[src/sv/qnm_pkg.sv]
// qnm_pkg: shared types and constants of the quaternion to rotation matrix block
// used by the front, queue, back and top level modules
package qnm_pkg;

  localparam int NumLanes = 9;   // matrix entries
  localparam int CompW    = 16;  // quaternion component width
  localparam int MagW     = 33;  // magnitude of numerator and squared norm
  localparam int NumW     = 34;  // signed numerator width
  localparam int QuoW     = 15;  // quotient bits, result at most 16384
  localparam int RemW     = 49;  // running remainder of the divider
  localparam int DivW     = 34;  // divisor, twice the squared norm

  localparam logic [2:0] AddrThreshold = 3'd0;

  // one classified item between front and back
  typedef struct packed {
    logic                               zero;
    logic [NumLanes-1:0]                neg;
    logic [NumLanes-1:0][MagW-1:0]      mag;
    logic [MagW-1:0]                    norm;
  } entry_t;

endpackage

[src/sv/qnm_queue.sv]
// qnm_queue: two-entry queue between front and back so each side stalls alone
// depends on qnm_pkg for the entry type
module qnm_queue (
  input  logic             clk_i,
  input  logic             rst_ni,
  input  logic             push_i,
  input  qnm_pkg::entry_t  push_entry_i,
  output logic             full_o,
  input  logic             pop_i,
  output logic             empty_o,
  output qnm_pkg::entry_t  head_o
);
  import qnm_pkg::*;

  entry_t    mem_q [2];
  logic      wr_q, rd_q;
  logic [1:0] cnt_q;

  assign full_o  = cnt_q == 2'd2;
  assign empty_o = cnt_q == 2'd0;
  assign head_o  = mem_q[rd_q];

  // pointers and fill count
  always_ff @(posedge clk_i or negedge rst_ni) begin
    if (!rst_ni) begin
      wr_q  <= 1'b0;
      rd_q  <= 1'b0;
      cnt_q <= 2'd0;
    end else begin
      if (push_i) wr_q <= ~wr_q;
      if (pop_i)  rd_q <= ~rd_q;
      cnt_q <= cnt_q + {1'b0, push_i} - {1'b0, pop_i};
    end
  end

  // storage
  always_ff @(posedge clk_i) begin
    if (push_i) mem_q[wr_q] <= push_entry_i;
  end

endmodule

[config.mk]
export PLATFORM = sky130hd
export DESIGN_NAME = qnm_queue
export DESIGN_NICKNAME = d
export VERILOG_FILES = /design/src/sv/qnm_pkg.sv /design/src/sv/qnm_queue.sv
export SDC_FILE = /design/constraint.sdc
export NUM_CORES = 1
export LEC_CHECK = 0
export BUFFER_PORTS_ARGS = -buffer_cell sky130_fd_sc_hd__buf_2
export CORE_ASPECT_RATIO = 0.75
export CORE_MARGIN = 2
export CORE_UTILIZATION = 40
export DETAILED_ROUTE_END_ITERATION = 10
export PLACE_DENSITY_LB_ADDON = 0.3
export SLEW_MARGIN = 10
export SYNTH_ARGS = -nofsm -noshare
export SYNTH_HDL_FRONTEND = slang
export SYNTH_SLANG_ARGS = --single-unit
[constraint.sdc]
create_clock -name clk_i -period 16.7 [get_ports clk_i]
set_input_delay 0 -clock clk_i [delete_from_list [all_inputs] [get_ports clk_i]]
set_output_delay 0 -clock clk_i [all_outputs]
set_load 0.01 [all_outputs]
==> reports/results.ini, run 1 <==
[grt]
grt_use_met3=0.05535
grt_use_met1=0.1903
gr-usage-met2=0.3139
first_pass_grt_wire_length_mm=88.24
grt_util_all_layers=0.1725
number_of_global_route_vias_before_repair=15110
grt-ovfl-total=0
grt.busiest_layer=met2
maximum_number_of_pins_on_one_net_before_global_route_repair=181
grt_antenna_before_repair=4

[power_and_ir_drop]
power_density_nw_per_um2=159.0
report.power.total_uw=5695
power.static_leakage_uw=0.01434
ir_worst_vdd_uv=141.5

[die]
ios=686
die_ar_um2=67100
core.rowCount=80
core_area_um2=63960
die_width_um=298.4
initial_core_util=0.4066
die_y_um=224.8

[sta]
final.setup_skew_ns=0.02468
rsz_0062_raised_after_global_routing=false
slew_viol_final=0
final_period_minus_worst_setup_slack_ns=4.099
maxClockFrequency_mhz=243.9
setup_violations=0
number_of_hold_violations_in_the_final_report=0
setup_tns_ns=0
worst_slew_pin_slew_ns=1.127
final.period_utilization=0.2455
slew_headroom=0.2487

[synthesis]
postSynth.asyncResetShare=0.005848
sequential_cell_area_fraction_in_the_yosys_report=0.7890
postSynthCellCount=1073
netlist-cell-type-count=14
share_of_the_synthesized_area_in_the_top_cell_type=0.7851
seq_cells_post_synth=684
synth_ff_type=edfxtp_1
post-synth-top-count-cell=edfxtp_1
synth_warnings=0
synth_edf_count=680
syn_nets=1419
synth_area_per_cell_um2=24.24
ys_top_cells_by_count=edfxtp_1 (680), mux2_4 (290), mux2_2 (50), buf_8 (21), buf_6 (12)
netlist_area_um2=26010
cell_taking_the_most_area_after_synthesis=edfxtp_1
post_synth_main_area_contributors=edfxtp_1 (79%), mux2_4 (17%), mux2_2 (2.2%), buf_8 (1.2%), buf_6 (0.52%)

[place]
estimated_wirelength_of_the_detail_placed_design_mm=39.01
gp_routability_congestion=0.8205
number_of_port_buffers=685

[drt]
route.detailed.drc=0
finalWirelength_mm=60.02
antenna_violating_nets_post_route=0
drt_pass1_iterations=7
drt_iter0_drc=854
detail_route.wl_per_cell_um=19.62
avgViaCountPerCell=4.585
vias=14030

[cts]
clkSlewWorstSetupHoldPaths_ns=0.07
cts-root-to-sink-buffers=3
tritoncts=done
ctsRootBufferMaster=clkbuf_16
cts.sinks=684
post_cts_resize_count=0
cts_max_level=3
cts_inserted_buffers=68
insertion_delay_ns=0.59

[setup_path]
r2r.worst_path.cells=3
timing.critical_path.arrival_ns=4.10
worstPathRequired_ns=16.70
reg2reg_from=wr_q
timing.critical_path.fanout_max=59
timing.reg2reg.setup_slack_ns=13.33
timing.setup.critical_path_class=reg -> out
worst_r2r_endpoint=mem_q[1][134]
timing.critical_path.to=head_o[244]
cp-start-kind=flip-flop
critical_path.endpoint_type=primary output
critical_path.startpoint=rd_q

[hold_path]
min-delay-path-class=in -> reg

[layout]
sequential_cell_area_um2=20520
multi_input_area_um2=5016
nets=2490
layout-area-overhead-vs-synth_pct=37.67
nFillCells=4867
drive_gt1_frac=0.5180

[run]
timing.max_cap.violations=0

[status]
status=complete, no violations

==> critical path, cell delays in order, from the launching register on <==
cell,delay (ns)
dfrtp_4,0.95
buf_4,0.88
buf_4,0.94
mux2_4,0.36
buf_2,0.15
==> where the power goes <==
group	internal (uW)	switching, uW	total (uW)
sequential	2280	112	2400
combinational	909	895	1800
clock	853	642	1500
total	4050	1650	5690
==> flip-flops by register name, indices dropped and copies added, names as in the netlist <==
name and cells:
cnt_q 2, rd_q 1, wr_q 1, mem_q 680
==> worst min-delay path by stage <==
stage	startpoint	endpoint	slack [ns]	cells after the start
2_1_floorplan	rst_ni	cnt_q[0]	-0.30	0
3_3_place_gp	rst_ni	rd_q	-0.19	1
3_5_place_dp	rst_ni	cnt_q[1]	-0.18	1
4_1_cts	push_entry_i[213]	mem_q[1][213]	0.08	2
5_1_grt	push_entry_i[312]	mem_q[1][312]	0.10	2
6_report	push_entry_i[56]	mem_q[1][56]	0.13	2
==> stage by stage <==
stage / instances / util / hold slack (ns) / instance area, um^2 / worst slack (ns)
5_1_grt: 3057 / 0.5597 / 0.1033 / 35800 / 12.43
3_5_place_dp: 2591 / 0.4716 / -0.1840 / 30170 / 13.26
3_3_place_gp: 2591 / 0.4716 / -0.1915 / 30170 / 13.32
6_report: 3059 / 0.5598 / 0.1255 / 35810 / 12.60
4_1_cts: 3054 / 0.5596 / 0.07615 / 35790 / 12.59
2_1_floorplan: 1073 / - / -0.2956 / 26010 / 0.2406
==> layout make-up <==
class                           instances  area share
Sequential cell                       684      0.5732
Timing Repair Buffer                 1039      0.1951
Multi-Input combinational cell        349      0.1401
Clock buffer                           77     0.04965
Tap cell                              861     0.03009
Clock inverter                         42     0.01139
Antenna cell                            5   0.0003494
Inverter                                2   0.0002097
==> placed cells by master (no fill, tap or decap), drive strengths merged <==
cell type    Yosys  final
diode            0      5
dlygate4sd3      0    344
clkbuf           0     77
buf             38    695
xor3             1      1
bufinv           0      5
ha               2      2
xor2             2      2
clkinv           0     31
dfrtp            4      4
mux2           340    340
clkinvlp         0      1
nor2             1      1
edfxtp         680    680
nor2b            2      2
inv              2      7
and2             1      1
==> cell families after synthesis <==
logic type               share of synthesized area
multiplexers                                0.1891
AND/OR/NAND/NOR                          0.0008659
flip-flops                                  0.7890
buffers and inverters                      0.01857
adder cells (fa/ha/maj)                  0.0009620
XOR/XNOR                                  0.001588
==> routing by layer <==
| metal | wire, um | part of all wire | vias up |
|---|---|---|---|
| li1 | - | - | 6448 |
| met1 | 22130 | 0.37 | 6986 |
| met2 | 31870 | 0.53 | 497 |
| met3 | 4455 | 0.074 | 93 |
| met4 | 1552 | 0.026 | 2 |
| met5 | 11 | 0.00018 | - |
==> repair_timing <==
| action | 4_1_cts | 5_1_grt |
|---|---|---|
| endpoints found under the hold margin | 688 | 0 |
| buffers inserted | 0 | 0 |
| setup endpoints to repair | 0 | 0 |
| hold buffers | 344 | 0 |
No activity file was read; power rests on OpenSTA's default activity.
==> run 2: changes to the inputs <==
==> constraint.sdc (replaced) <==
create_clock -name clk_i -period 4.1 [get_ports clk_i]
set_input_delay 0 -clock clk_i [delete_from_list [all_inputs] [get_ports clk_i]]
set_output_delay 0 -clock clk_i [all_outputs]
set_load 0.01 [all_outputs]
==> reports/results.ini, run 2 (same netlist as run 1, synthesis figures left out) <==
[power_and_ir_drop]
ir_worst_vdd_uv=484.2
power_density_nw_per_um2=648.6
power.static_leakage_uw=0.01447
report.power.total_uw=23370

[drt]
vias=14170
dr_wl_met2_mm=32.50
top_layer_reached_by_signal_wires=met5
avgViaCountPerCell=4.593
finalWirelength_mm=61.49
route.met3.wl_mm=4.404
drt_pass1_iterations=4
detail_route.wl_per_cell_um=19.94
route.detailed.drc=0
wl_met1_mm=22.79
drt_iter0_drc=859
antenna_violating_nets_post_route=0

[sta]
setup_tns_ns=0
number_of_hold_violations_in_the_final_report=0
final_period_minus_worst_setup_slack_ns=2.791
slew_viol_final=0
worst_slew_pin_slew_ns=1.055
setup_slack_ns=1.309
maxClockFrequency_mhz=358.2
slew_headroom=0.2969
final.setup_skew_ns=0.01931
final.period_utilization=0.6809
rsz_0062_raised_after_global_routing=false
setup_violations=0

[setup_path]
timing.critical_path.fanout_max=53
r2r.worst_path.cells=2
timing.reg2reg.setup_slack_ns=1.86
timing.critical_path.to=head_o[209]
worst_r2r_endpoint=mem_q[1][195]
timing.critical_path.arrival_ns=2.79
worstPathRequired_ns=4.10
critical_path.startpoint=rd_q
timing.setup.critical_path_class=reg -> out
cp-start-kind=flip-flop
reg2reg_from=wr_q
critical_path.endpoint_type=primary output

[status]
status=complete, no violations

[die]
initial_core_util=0.4066
ios=686
core.rowCount=80
core_area_um2=63960
die_width_um=298.4
die_ar_um2=67100
die_y_um=224.8

[place]
number_of_port_buffers=685
gp_routability_congestion=0.8318
worst_slack_placed_ns=1.805
estimated_wirelength_of_the_detail_placed_design_mm=41.02

[cts]
cts_max_level=3
clkSlewWorstSetupHoldPaths_ns=0.06
post_cts_resize_count=0
cts-root-to-sink-buffers=3
ctsRootBufferMaster=clkbuf_16
tritoncts=done
cts.sinks=684
cts_inserted_buffers=70
insertion_delay_ns=0.60

[grt]
grt_antenna_before_repair=5
grt_util_all_layers=0.1767
number_of_global_route_vias_before_repair=15360
maximum_number_of_pins_on_one_net_before_global_route_repair=130
first_pass_grt_wire_length_mm=89.70
grt-ovfl-total=0

[hold_path]
min-delay-path-class=in -> reg
worstHoldPathCells=2

[layout]
largest-register=mem_q
most-common-layout-cells=buf_2 (685), edfxtp_1 (680), dlygate4sd3_1 (344)
largest_register_ffs=680
nets=2512
nFillCells=4842
layout-area-overhead-vs-synth_pct=38.54
final_common_cell=buf_2
drive_gt1_frac=0.5210
largest_registers=mem_q: 680 flops, cnt_q: 2 flops

[run]
timing.max_cap.violations=0

==> run 2: through the flow <==
step | utilization | area (um^2) | instances | hold WS, ns
floorplan | - | 26020 | 1073 | -0.2956
global placement | 0.4747 | 30370 | 2611 | -0.1897
detailed placement | 0.4747 | 30370 | 2611 | -0.1885
CTS | 0.5632 | 36020 | 3080 | 0.07795
global route | 0.5633 | 36030 | 3082 | 0.1059
finish | 0.5634 | 36030 | 3084 | 0.1325
==> run 2: power breakdown <==
| group | internal (uW) | switching (uW) | total [uW] |
|---|---|---|---|
| registers | 9280 | 474 | 9750 |
| logic | 3760 | 3700 | 7460 |
| clock network | 3580 | 2580 | 6160 |
| total | 16600 | 6750 | 23400 |
==> run 2: worst min path at each step <==
stage                            startpoint            end  slack [ns]
after floorplan                      rst_ni       cnt_q[0]       -0.30
after global placement               rst_ni       cnt_q[1]       -0.19
after detailed placement             rst_ni       cnt_q[1]       -0.19
after CTS                 push_entry_i[123]  mem_q[0][123]        0.08
after global routing        push_entry_i[4]    mem_q[0][4]        0.11
final                     push_entry_i[137]  mem_q[1][137]        0.13
==> run 2: final cells by class <==
class                           count  area [um^2]  share of cell area
Multi-Input combinational cell    349         5016              0.1392
Tap cell                          861         1077             0.02990
Sequential cell                   684        20520              0.5696
Inverter                            2        7.507           0.0002083
Clock buffer                       82         1828             0.05073
Antenna cell                        4        10.01           0.0002778
Clock inverter                     43        386.6             0.01073
Timing Repair Buffer             1059         7184              0.1994
==> run 2: critical path, cell delays in order (launching register included) <==
cell	delay [ns]
dfrtp_4	1.11
buf_4	0.54
mux2_4	0.34
buf_2	0.14
==> run 2: routing by layer <==
| layer | GRT usage | vias to the layer above |
|---|---|---|
| li1 | - | 6484 |
| met1 | 0.1982 | 7040 |
| met5 | 0 | - |
| met2 | 0.3192 | 523 |
| met4 | 0.06257 | 2 |
| met3 | 0.05264 | 116 |
==> run 2: repair_timing <==
item,CTS,global route
buffers inserted,0,0
hold buffers,344,0
setup endpoints to repair,0,0
hold endpoints to repair,701,0
